## src/degenerate_triangle_filter_unit_macros.svh

```systemverilog
// Assertion macros shared by the degenerate triangle filter modules.
`ifndef DEGENERATE_TRIANGLE_FILTER_UNIT_MACROS_SVH
`define DEGENERATE_TRIANGLE_FILTER_UNIT_MACROS_SVH

// Implication checked at every clock edge outside reset.
`define DTF_ASSERT(label, prop, msg) \
	label: assert property (@(posedge clk) disable iff (!arst_n) prop) else $error(msg);

// Condition that must never be seen outside reset.
`define DTF_NEVER(label, cond, msg) \
	label: assert property (@(posedge clk) disable iff (!arst_n) !(cond)) else $error(msg);

`endif

```

## src/dtf_pkg.sv

```systemverilog
// Package of types, constants and commands for the degenerate triangle filter.
`default_nettype none

package dtf_pkg;

	localparam int unsigned MAX_TRIANGLES = 65536;

	localparam int unsigned COORD_W = 24;
	localparam int unsigned SQ_W    = 2 * COORD_W;
	localparam int unsigned RAD_W   = SQ_W + 2;
	localparam int unsigned ROOT_W  = RAD_W / 2;
	localparam int unsigned REM_W   = ROOT_W + 1;
	localparam int unsigned LEN_W   = ROOT_W;
	localparam int unsigned IDX_W   = 18;
	localparam int unsigned CNT_W   = 17;

	localparam longint unsigned IDX_CAP_RAW = 3 * (longint'(MAX_TRIANGLES) - 1);
	localparam longint unsigned IDX_FIELD_MAX = (64'd1 << IDX_W) - 1;
	localparam longint unsigned CNT_FIELD_MAX = (64'd1 << CNT_W) - 1;
	localparam logic [IDX_W-1:0] IDX_CAP =
		IDX_W'((IDX_CAP_RAW > IDX_FIELD_MAX) ? IDX_FIELD_MAX : IDX_CAP_RAW);
	localparam logic [CNT_W-1:0] CNT_CAP =
		CNT_W'((longint'(MAX_TRIANGLES) > CNT_FIELD_MAX) ? CNT_FIELD_MAX
			: longint'(MAX_TRIANGLES));

	// Sequencer step counter: squaring phase and root phase share it.
	localparam int unsigned SQ_LAST   = 4;
	localparam int unsigned ROOT_LAST = ROOT_W + 1;
	localparam int unsigned STEP_W    = $clog2(ROOT_LAST + 1);

	localparam logic [1:0] EDGE_AC = 2'd0;
	localparam logic [1:0] EDGE_BC = 2'd1;
	localparam logic [1:0] EDGE_AB = 2'd2;

	localparam logic [1:0] COMP_X = 2'd0;
	localparam logic [1:0] COMP_Y = 2'd1;
	localparam logic [1:0] COMP_Z = 2'd2;

	typedef struct packed {
		logic                       first_of_mesh;
		logic signed [COORD_W-1:0]  a_x;
		logic signed [COORD_W-1:0]  a_y;
		logic signed [COORD_W-1:0]  a_z;
		logic signed [COORD_W-1:0]  b_x;
		logic signed [COORD_W-1:0]  b_y;
		logic signed [COORD_W-1:0]  b_z;
		logic signed [COORD_W-1:0]  c_x;
		logic signed [COORD_W-1:0]  c_y;
		logic signed [COORD_W-1:0]  c_z;
	} dtf_in_t;

	typedef struct packed {
		logic              keep;
		logic [IDX_W-1:0]  new_first_index;
		logic [CNT_W-1:0]  removed_count;
	} dtf_out_t;

	typedef struct packed {
		logic        load;
		logic [1:0]  edge_sel;
		logic [1:0]  comp_sel;
		logic        diff_en;
		logic        sq_en;
		logic        acc_en;
		logic        acc_clr;
		logic        root_init;
		logic        root_step;
		logic        len_wr;
		logic        commit;
	} dtf_cmd_t;

	typedef struct packed {
		logic  out_free;
	} dtf_stat_t;

endpackage

`default_nettype wire

```

## src/degenerate_triangle_filter_unit.sv

```systemverilog
// Top level of the degenerate triangle filter: sequencer plus datapath.
// One triangle request at a time: after acceptance each edge (AC, BC, AB)
// has its component differences squared and summed, then goes through the
// shared restoring square-root unit, which retires one root bit per cycle;
// a decision step then stores the result, waiting while the previous result
// is still held untaken. The result sits in an output register, so the next
// request is accepted as soon as the previous result is stored, even while
// it still waits to be taken. No clearing pass after reset.
`default_nettype none

module degenerate_triangle_filter_unit (
	input  wire logic             clk,
	input  wire logic             arst_n,
	input  wire logic             in_valid,
	output logic                  in_stall,
	input  wire dtf_pkg::dtf_in_t in_data,
	output logic                  out_valid,
	input  wire logic             out_stall,
	output dtf_pkg::dtf_out_t     out_data
);
	import dtf_pkg::*;

	dtf_cmd_t  cmd;
	dtf_stat_t stat;

	dtf_ctrl u_ctrl (
		.clk      (clk),
		.arst_n   (arst_n),
		.in_valid (in_valid),
		.in_stall (in_stall),
		.stat     (stat),
		.cmd      (cmd)
	);

	dtf_dp u_dp (
		.clk       (clk),
		.arst_n    (arst_n),
		.in_data   (in_data),
		.cmd       (cmd),
		.stat      (stat),
		.out_valid (out_valid),
		.out_stall (out_stall),
		.out_data  (out_data)
	);

endmodule

`default_nettype wire

```

## src/dtf_ctrl.sv

```systemverilog
// Sequencer that steps the datapath through the edge lengths (AC, BC, AB) and the keep decision.
`default_nettype none

`include "degenerate_triangle_filter_unit_macros.svh"

module dtf_ctrl (
	input  wire logic              clk,
	input  wire logic              arst_n,
	input  wire logic              in_valid,
	output logic                   in_stall,
	input  wire dtf_pkg::dtf_stat_t stat,
	output dtf_pkg::dtf_cmd_t      cmd
);
	import dtf_pkg::*;

	localparam logic [1:0] S_IDLE   = 2'd0;
	localparam logic [1:0] S_SQ     = 2'd1;
	localparam logic [1:0] S_ROOT   = 2'd2;
	localparam logic [1:0] S_DECIDE = 2'd3;

	logic [1:0]        state_q;
	logic [STEP_W-1:0] step_q;
	logic [1:0]        edge_q;

	assign in_stall = (state_q != S_IDLE);

	always_comb begin
		cmd          = '0;
		cmd.edge_sel = edge_q;
		case (state_q)
			S_IDLE: begin
				cmd.load = in_valid;
			end
			S_SQ: begin
				// diff of component t, square of t-1, accumulate t-2
				cmd.diff_en  = (step_q <= STEP_W'(2));
				cmd.comp_sel = (step_q <= STEP_W'(2)) ? step_q[1:0] : COMP_X;
				cmd.sq_en    = (step_q >= STEP_W'(1)) && (step_q <= STEP_W'(3));
				cmd.acc_en   = (step_q >= STEP_W'(2));
				cmd.acc_clr  = (step_q == STEP_W'(2));
			end
			S_ROOT: begin
				cmd.root_init = (step_q == '0);
				cmd.root_step = (step_q != '0) && (step_q != STEP_W'(ROOT_LAST));
				cmd.len_wr    = (step_q == STEP_W'(ROOT_LAST));
			end
			S_DECIDE: begin
				cmd.commit = stat.out_free;
			end
			default: begin
				cmd.commit = 1'b0;
			end
		endcase
	end

	always_ff @(posedge clk or negedge arst_n) begin
		if (!arst_n) begin
			state_q <= S_IDLE;
			step_q  <= '0;
			edge_q  <= EDGE_AC;
		end else begin
			case (state_q)
				S_IDLE: begin
					if (in_valid) begin
						state_q <= S_SQ;
						step_q  <= '0;
						edge_q  <= EDGE_AC;
					end
				end
				S_SQ: begin
					if (step_q == STEP_W'(SQ_LAST)) begin
						state_q <= S_ROOT;
						step_q  <= '0;
					end else begin
						step_q <= step_q + STEP_W'(1);
					end
				end
				S_ROOT: begin
					if (step_q == STEP_W'(ROOT_LAST)) begin
						step_q <= '0;
						if (edge_q == EDGE_AB) begin
							state_q <= S_DECIDE;
						end else begin
							state_q <= S_SQ;
							edge_q  <= edge_q + 2'd1;
						end
					end else begin
						step_q <= step_q + STEP_W'(1);
					end
				end
				S_DECIDE: begin
					if (stat.out_free) begin
						state_q <= S_IDLE;
					end
				end
				default: begin
					state_q <= S_IDLE;
				end
			endcase
		end
	end

	`DTF_ASSERT(a_load_starts_sq, cmd.load |=> (state_q == S_SQ), "accepted request did not start squaring")
	`DTF_NEVER(a_edge_range, (state_q != S_IDLE) && (edge_q == 2'd3), "edge select out of range")
	`DTF_ASSERT(a_sq_to_root, (state_q == S_SQ) && (step_q == STEP_W'(SQ_LAST)) |=> (state_q == S_ROOT) && (step_q == '0), "squaring did not hand over to root")

endmodule

`default_nettype wire

```

## src/dtf_dp.sv

```systemverilog
// Datapath: edge differences, squares, shared restoring square root, decision and counters.
`default_nettype none

`include "degenerate_triangle_filter_unit_macros.svh"

module dtf_dp (
	input  wire logic              clk,
	input  wire logic              arst_n,
	input  wire dtf_pkg::dtf_in_t  in_data,
	input  wire dtf_pkg::dtf_cmd_t cmd,
	output dtf_pkg::dtf_stat_t     stat,
	output logic                   out_valid,
	input  wire logic              out_stall,
	output dtf_pkg::dtf_out_t      out_data
);
	import dtf_pkg::*;

	dtf_in_t                    in_q;
	logic [COORD_W-1:0]         diff_q;
	logic [SQ_W-1:0]            sq_q;
	logic [RAD_W-1:0]           acc_q;
	logic [RAD_W-1:0]           rad_q;
	logic [REM_W-1:0]           rem_q;
	logic [ROOT_W-1:0]          root_q;
	logic [LEN_W-1:0]           len_q [3];
	logic [IDX_W-1:0]           nvi_q;
	logic [CNT_W-1:0]           deg_q;
	dtf_out_t                   out_q;
	logic                       out_valid_q;

	logic signed [COORD_W-1:0]  p_a, p_b, p_c, p_sel, q_sel;
	logic signed [COORD_W:0]    diff;
	logic signed [COORD_W:0]    mag;
	logic [REM_W+1:0]           rem_sh;
	logic [REM_W+1:0]           trial;
	logic                       take;
	logic [LEN_W:0]             s01, s02, s12;
	logic                       ok;
	logic [IDX_W-1:0]           base_idx;
	logic [CNT_W-1:0]           base_cnt;
	logic [IDX_W:0]             idx_next;

	// Pick the component of each vertex, then the edge endpoints.
	always_comb begin
		case (cmd.comp_sel)
			COMP_X: begin
				p_a = in_q.a_x; p_b = in_q.b_x; p_c = in_q.c_x;
			end
			COMP_Y: begin
				p_a = in_q.a_y; p_b = in_q.b_y; p_c = in_q.c_y;
			end
			COMP_Z: begin
				p_a = in_q.a_z; p_b = in_q.b_z; p_c = in_q.c_z;
			end
			default: begin
				p_a = in_q.a_x; p_b = in_q.b_x; p_c = in_q.c_x;
			end
		endcase
		p_sel = (cmd.edge_sel == EDGE_BC) ? p_b : p_a;
		q_sel = (cmd.edge_sel == EDGE_AB) ? p_b : p_c;
		diff  = (COORD_W+1)'(p_sel) - (COORD_W+1)'(q_sel);
		mag   = diff[COORD_W] ? -diff : diff;
	end

	// One root bit per step: bring down two radicand bits, try 4*root+1.
	assign rem_sh = {rem_q, rad_q[RAD_W-1 -: 2]};
	assign trial  = {1'b0, root_q, 2'b01};
	assign take   = (rem_sh >= trial);

	always_ff @(posedge clk) begin
		if (cmd.load) begin
			in_q <= in_data;
		end
		if (cmd.diff_en) begin
			diff_q <= mag[COORD_W-1:0];
		end
		if (cmd.sq_en) begin
			sq_q <= SQ_W'(diff_q) * SQ_W'(diff_q);
		end
		if (cmd.acc_en) begin
			acc_q <= cmd.acc_clr ? RAD_W'(sq_q) : acc_q + RAD_W'(sq_q);
		end
		if (cmd.root_init) begin
			rad_q  <= acc_q;
			rem_q  <= '0;
			root_q <= '0;
		end else if (cmd.root_step) begin
			rad_q <= {rad_q[RAD_W-3:0], 2'b00};
			if (take) begin
				rem_q  <= REM_W'(rem_sh - trial);
				root_q <= {root_q[ROOT_W-2:0], 1'b1};
			end else begin
				rem_q  <= rem_sh[REM_W-1:0];
				root_q <= {root_q[ROOT_W-2:0], 1'b0};
			end
		end
		if (cmd.len_wr) begin
			len_q[cmd.edge_sel] <= root_q;
		end
		if (cmd.commit) begin
			out_q.keep            <= ok;
			out_q.new_first_index <= ok ? base_idx : '0;
			out_q.removed_count   <= ok ? base_cnt
				: ((base_cnt < CNT_CAP) ? base_cnt + CNT_W'(1) : base_cnt);
		end
	end

	// Strict triangle inequalities on the rounded lengths.
	assign s01 = (LEN_W+1)'(len_q[0]) + (LEN_W+1)'(len_q[1]);
	assign s02 = (LEN_W+1)'(len_q[0]) + (LEN_W+1)'(len_q[2]);
	assign s12 = (LEN_W+1)'(len_q[1]) + (LEN_W+1)'(len_q[2]);
	assign ok  = (s01 > (LEN_W+1)'(len_q[2])) && (s02 > (LEN_W+1)'(len_q[1]))
		&& (s12 > (LEN_W+1)'(len_q[0]));

	assign base_idx = in_q.first_of_mesh ? '0 : nvi_q;
	assign base_cnt = in_q.first_of_mesh ? '0 : deg_q;
	assign idx_next = (IDX_W+1)'(base_idx) + (IDX_W+1)'(3);

	always_ff @(posedge clk or negedge arst_n) begin
		if (!arst_n) begin
			nvi_q       <= '0;
			deg_q       <= '0;
			out_valid_q <= 1'b0;
		end else begin
			if (cmd.commit) begin
				if (ok) begin
					nvi_q <= (idx_next <= (IDX_W+1)'(IDX_CAP)) ? idx_next[IDX_W-1:0] : IDX_CAP;
					deg_q <= base_cnt;
				end else begin
					nvi_q <= base_idx;
					deg_q <= (base_cnt < CNT_CAP) ? base_cnt + CNT_W'(1) : base_cnt;
				end
				out_valid_q <= 1'b1;
			end else if (!out_stall) begin
				out_valid_q <= 1'b0;
			end
		end
	end

	assign stat.out_free = !out_valid_q || !out_stall;
	assign out_valid     = out_valid_q;
	assign out_data      = out_q;

	`DTF_NEVER(a_commit_blocked, cmd.commit && out_valid_q && out_stall, "result overwritten while stalled")
	`DTF_ASSERT(a_valid_from_commit, $rose(out_valid_q) |-> $past(cmd.commit), "result appeared without a commit")
	`DTF_NEVER(a_idx_cap, nvi_q > IDX_CAP, "vertex index beyond cap")
	`DTF_NEVER(a_cnt_cap, deg_q > CNT_CAP, "removed count beyond cap")

endmodule

`default_nettype wire

```

## config.mk

```make
export PLATFORM = sky130hd
export DESIGN_NAME = degenerate_triangle_filter_unit
export DESIGN_NICKNAME = d
export VERILOG_FILES = /design/src/dtf_pkg.sv /design/src/degenerate_triangle_filter_unit.sv /design/src/dtf_ctrl.sv /design/src/dtf_dp.sv
export VERILOG_INCLUDE_DIRS = /design/src /design/src/src
export SDC_FILE = /design/constraint.sdc
export NUM_CORES = 2
export LEC_CHECK = 0
export BUFFER_PORTS_ARGS = -buffer_cell sky130_fd_sc_hd__buf_4
export CORE_MARGIN = 5
export CORE_UTILIZATION = 45
export DETAILED_ROUTE_END_ITERATION = 8
export PLACE_DENSITY = 0.69
export SLEW_MARGIN = 20
export SYNTH_ARGS = -nofsm -noshare
export SYNTH_HDL_FRONTEND = slang
export SYNTH_HIERARCHICAL = 1
export SYNTH_SLANG_ARGS = --single-unit
```

## constraint.sdc

```tcl
create_clock -name clk -period 10.3 [get_ports clk]
set_input_delay 0.515 -clock clk [delete_from_list [all_inputs] [get_ports clk]]
set_output_delay 0.515 -clock clk [all_outputs]
set_load 0.02 [all_outputs]
```

# [Yosys cells after proc, flatten, opt, wreduce, memory -nomap -nowiden]
# Memory sizes are Yosys's and may differ from the RTL's.
# Index checks and enable logic that the tools add are counted.
[totals] register_bits=521 mem_bits_rw=75 in_bits=221 wordCells=123 memories=1
[mem_list] name="u_dp.len_q" words=3 width=25 read_ports=3 rd_ports_with_merged_regs=0 write_ports=1 line_no="dtf_dp.sv:25" text="logic [LEN_W-1:0] len_q [3];"
[op_classes] addsub=11 multipliers=1 n_lt_le_gt_ge=10 eq_ne=17 n_mux=40 reduce_logical=17
[ops] cell="$pmux W24 S2" count=3
[ops] cell="$mux W50" count=2
[ops] cell="$add A25 B25 Y26" count=3
[ops] cell="$gt A26 B25 Y1" count=3
[ops] cell="$mux W24" count=3
[ops] cell="$mux W18" count=3
[ops] cell="$mux W17" count=3
[ops] cell="$add A50 B48 Y50" count=1
[ops] cell="$mul A24 B24 Y48" count=1
[ops] cell="$mux W48" count=1
[ops] cell="$ge A28 B27 Y1" count=1
[ops] cell="$mux W26" count=1
[ops] cell="$sub A26 B26 Y26" count=1
[ops] cell="$sub A24 B24 Y25" count=1
[ops] cell="$neg A24 Y24" count=1
[ops] cell="$add A18 B2 Y19 const B" count=1
[ops] cell="$le A19 B18 Y1 const B" count=1
[ops] cell="$mux W2" count=9
[ops] cell="$add A17 B1 Y17 const B" count=1
[ops] cell="$lt A17 B17 Y1 const B" count=1
[ops] cell="$mux W5" count=3
[ops] cell="$pmux W5 S3" count=1
[ops] cell="$le A5 B2 Y1 const B" count=2
[ops] cell="$eq A2 B2 Y1 const B" count=4
[ops] cell="other kinds (26)" count=45

# [Depth between registers and ports, before layout]
[logic_depth] depth_word=9 depth_mapped=29

# [By module]
# Netlist, hierarchy kept.
[by_module_without_submodules] module="dtf_dp" instances=1 cells_per_inst=4836 area_each_um2=49522.5 seq_area_each_um2=16906.2
[by_module_without_submodules] module="dtf_ctrl" instances=1 cells_per_inst=85 area_each_um2=743.2 seq_area_each_um2=225.2

# [Least setup slack after synthesis]
# No wires, ideal clock.
[synth_timing] kind="register -> register" start="register u_ctrl.step_q[0]" end="register u_dp.diff_q[23] (data pin)" setup_ns=0.258 arrival_ns=7.286 setup_slack_ns=2.756 stages_incl_launch_ff=28 period_less_slack_ns=7.544 cell_sequence="dfrtp_1 -> inv_1 -> ha_1 -> inv_1 -> a21oi_1 -> and2_1 -> inv_1 -> ha_1 -> clkbuf_1 -> clkbuf_1 -> clkbuf_1 -> nand2_1 -> o21ai_0 -> nand2_1 -> o21ai_0 -> ha_1 -> inv_1 -> fa_1 -> a211oi_2 -> o21ai_1 -> a21o_2 -> xnor2_1 -> or4b_4 -> or4b_4 -> or3_4 -> o41a_1 -> a211oi_2 -> xnor2_1"
[synth_lines] element="start: declaration" line_no="dtf_ctrl.sv:22" text="logic [STEP_W-1:0] step_q;"
[synth_lines] element="start signal: assignment" line_no="dtf_ctrl.sv:75" text="step_q <= step_q + STEP_W'(1);"
[synth_lines] element="start signal: assignment" line_no="dtf_ctrl.sv:88" text="step_q <= step_q + STEP_W'(1);"
[synth_lines] element="end signal: assignment" line_no="dtf_dp.sv:75" text="diff_q <= mag[COORD_W-1:0];"
[synth_lines] element="end: declaration" line_no="dtf_dp.sv:19" text="logic [COORD_W-1:0] diff_q;"

# [Worst setup path in the final report]
[layout_timing] start="register u_dp.diff_q[5]" end="register u_dp.sq_q[42] (data pin)"
[layout_via] elab_chain_len=1
[layout_lines] element="$mul A24 B24 Y48" line_no="dtf_dp.sv:78" text="sq_q <= SQ_W'(diff_q) * SQ_W'(diff_q);"
[layout_lines] element="end signal: assignment" line_no="dtf_dp.sv:78"
[layout_lines] element="end: declaration" line_no="dtf_dp.sv:20" text="logic [SQ_W-1:0] sq_q;"
# No other way between the ends.
# A chain may end at the register's enable or synchronous reset.

==> flow_summary_export.csv <==
group,metric,value,unit
detailed_routing,vias_per_cell,5.37,
power_and_ir_drop,swShare,20.8,%
sta,hold_violations,0,
cts,numCtsBuffers,71,
worst_hold_path,min_path_type,"primary input to flip-flop",
power_and_ir_drop,seq_power_share,49.6,%
cts,tritoncts,"done",
yosys,ys_ff_latch,595,
cells_and_area,seq_area,17100,um^2
power_and_ir_drop,power.leakage,25.6,nW
global_routing,grt_pass1_wl,194000,um
sta,maxSlewHeadroom,26.1,%
yosys,synth_edf_count,499,
setup_path,end_kind,"flip-flop",
cells_and_area,syn_to_final_growth,12.9,%
detailed_routing,drc,0,
detailed_routing,vias,36100,
sta,min_period,8.46,ns
sta,tns,0,ns
cells_and_area,multiInputGateArea,29800,um^2
setup_path,cp-start-kind,"flip-flop",
place,preCtsSetupSlack,1.85,ns
place,gp_congestion,0.901,
place,dp_hpwl,91900,um
sta,finalSetupViolations,0,
setup_path,rr_worst_depth,24,
global_routing,grt_overflow,0,
sta,holdWs,0.0413,ns
cells_and_area,design_area,56800,um^2
global_routing,grt_usage,20.2,%
worst_hold_path,whs_path_depth,1,
setup_path,r2r_start,"u_dp/diff_q[5]$_DFFE_PP_",
setup_path,cp.required,10.69,ns
power_and_ir_drop,power_frac_comb,1.7,%
yosys,ys.flop_type,"edfxtp_1",
sta,clock.fmax,118,MHz
yosys,async_flop_share,7.56,%
power_and_ir_drop,internal_power,4.13,mW
yosys,syn_inst,4921,
power_and_ir_drop,power,5.22,mW
cells_and_area,final_common_cell,"inv_1",
floorplanning,core,111000,um^2
yosys,netlist_area,50300,um^2
floorplanning,start_util,45.4,%
cells_and_area,final_core_util,51.2,%
setup_path,worstPathArrival,8.85,ns
detailed_routing,drt.antenna.violating_nets,0,
global_routing,grt_pass1_vias,37000,
cells_and_area,nFillCells,9947,
floorplanning,die_w,344,um
setup_path,r2r_slack,1.84,ns
cells_and_area,drive_gt1_share,10.2,%
floorplanning,ios,259,
sta,finClkSkew,0.0321,ns
yosys,synth_nets,6017,
yosys,seq_area_frac_synth,34.1,%
sta,finalCritPeriodShare,82.1,%
sta,fin_ws,1.84,ns
cts,clkLatencyLatePin,0.66,ns
worst_hold_path,holdCritStartpoint,"in_data[10]",
place,placed_area,53800,um^2
cts,cts-root-buf,"clkbuf_16",
status,outcome,"finished, final reports clean",
cts,clk_path_buf_depth,3,
global_routing,grt_max_degree,98,
sta,grt_setup_unrepaired,"false",
cells_and_area,mostFrequentLayoutCells,"inv_1, edfxtp_1, ha_1, fa_1, nand2_1",
sta,worstMarginPinSlew,1.11,ns
detailed_routing,first_pass_iters,5,
power_and_ir_drop,p_clk_share,48.7,%
floorplanning,die_area,118000,um^2
power_and_ir_drop,vdd_ir_drop_max,137,uV
detailed_routing,wire_per_inst,17.9,um
detailed_routing,drtIter0Drc,2052,
worst_hold_path,holdPathEnd,"u_dp/in_q[10]$_DFFE_PP_",
global_routing,grt_antenna_before_repair,0,
power_and_ir_drop,switchingPower,1.09,mW
cts,ctsHoldBuffers,55,
power_and_ir_drop,power_density,92.0,nW/um^2
cts,cts_sinks,595,
cts,cts_setup_buffers,0,
floorplanning,die_h,344,um
yosys,yosysWarnings,6,
job,drv_cap,0,
yosys,avgSynthCellArea,10.2,um^2
setup_path,critPathKind,"flip-flop to flip-flop",
cells_and_area,finalNonFillerCells,6725,
cells_and_area,nets,6278,
setup_path,reg2reg_to,"u_dp/sq_q[42]$_DFFE_PP_",
detailed_routing,drt-total-wl,120000,um
place,dp_cells,6542,
sta,drv_slew,0,
setup_path,crit_fanout,25,
place,io_buffers,258,
yosys,synth.distinct_cells,94,
cts,cts-htree-levels,3,
floorplanning,rows,122,
cts,clkTransAtPathRegs,0.06,ns
cts,postCtsResizedCells,0,
## cell usage after synthesis (all sizes together) (45+ instances only)
library cell	count	area, um^2
a21o	138	1040
nor2	239	897
nor3	51	260
fa	433	8670
edfxtp	499	15000
xor2	75	657
ha	442	5530
mux2	77	867
a21oi	258	1290
inv	744	2790
and2	153	957
dfxtp	51	1020
nand3	75	375
o21ai	251	1260
xnor2	160	1400
nand2	413	1550
dfrtp	45	1130
a22oi	75	563
clkbuf	152	571
## worst max-delay path by stage
stage,start,end,slack [ns],depth (start not counted)
global route,u_dp/diff_q[8]$_DFFE_PP_,u_dp/sq_q[46]$_DFFE_PP_,1.26,23
floorplan,u_ctrl/step_q[0]$_DFFE_PN0P_,u_dp/diff_q[23]$_DFFE_PP_,2.76,27
global placement,u_dp/diff_q[5]$_DFFE_PP_,u_dp/sq_q[46]$_DFFE_PP_,1.92,25
detailed placement,u_dp/diff_q[5]$_DFFE_PP_,u_dp/sq_q[42]$_DFFE_PP_,1.85,25
CTS,u_dp/diff_q[5]$_DFFE_PP_,u_dp/sq_q[42]$_DFFE_PP_,1.88,24
finish,u_dp/diff_q[5]$_DFFE_PP_,u_dp/sq_q[42]$_DFFE_PP_,1.84,24
## area by class of cell
class | count | share of cell area, %
sequential | 595 | 30.2
timing repair buffer | 349 | 4.86
tap | 1488 | 3.28
clock buffer | 89 | 3.47
multi-input combinational | 3421 | 52.5
inverter | 744 | 4.92
clock inverter | 38 | 0.736
antenna | 1 | 0.00441
## logic make-up (layout without fill, tap and decap cells)
| family | count (synthesis) | in the layout | synth area share (%) |
|---|---|---|---|
| AND/OR/NAND/NOR | 1175 | 1175 | 11.3 |
| AO/OA/AOI/OAI | 1022 | 1022 | 13.0 |
| buffers and inverters | 905 | 1220 | 6.77 |
| adder cells (fa/ha/maj) | 875 | 875 | 28.2 |
| flip-flops | 595 | 595 | 34.1 |
| XOR/XNOR | 235 | 235 | 4.09 |
| multiplexers | 114 | 114 | 2.46 |
| other | 0 | 1 | 0 |
## layer usage
layer / global-route usage, % / share of wire (%) / wire length, um
met5: 0 / 0 / 0
met4: 5.85 / 2.6 / 3100
met3: 3.61 / 5.7 / 6900
met2: 34.2 / 48 / 57500
met1: 26.9 / 44 / 52700
## sequential cells by signal (all words and copies together) (netlist names), 5 cells and up
signal,flops
u_dp/sq_q,47
u_dp/len_q,75
u_dp/nvi_q,18
u_dp/rad_q,50
u_dp/in_q,217
u_dp/out_data,36
u_dp/root_q,25
u_dp/rem_q,26
u_dp/diff_q,24
u_dp/acc_q,50
u_ctrl/step_q,5
u_dp/deg_q,17
## power groups by stage
stage / sequential [mW] / clock (mW) / combinational, mW
floorplan: 2.64 / 0 / 0.0000732
global placement: 2.64 / 0 / 0.0723
detailed placement: 2.64 / 0 / 0.0723
CTS: 2.59 / 2.61 / 0.0890
global route: 2.59 / 2.70 / 0.0953
finish: 2.59 / 2.54 / 0.0895
## worst max-delay path, cell delays in order, from the launching register on
cell and delay (ns):
edfxtp_1 1.08, nand2_1 0.30, fa_1 0.59, inv_1 0.05, fa_1 0.47, inv_1 0.05
fa_1 0.46, fa_1 0.54, inv_1 0.05, fa_1 0.44, fa_1 0.51, inv_1 0.05
fa_1 0.53, inv_1 0.04, ha_1 0.37, nand3_1 0.11, nor2_1 0.18, nand3_1 0.09
o21ai_0 0.40, nor2_1 0.18, o31ai_1 0.65, a31oi_1 0.32, o21ai_0 0.42, a21oi_1 0.16
xnor2_1 0.15
No activity file was read; power rests on OpenSTA's default activity.
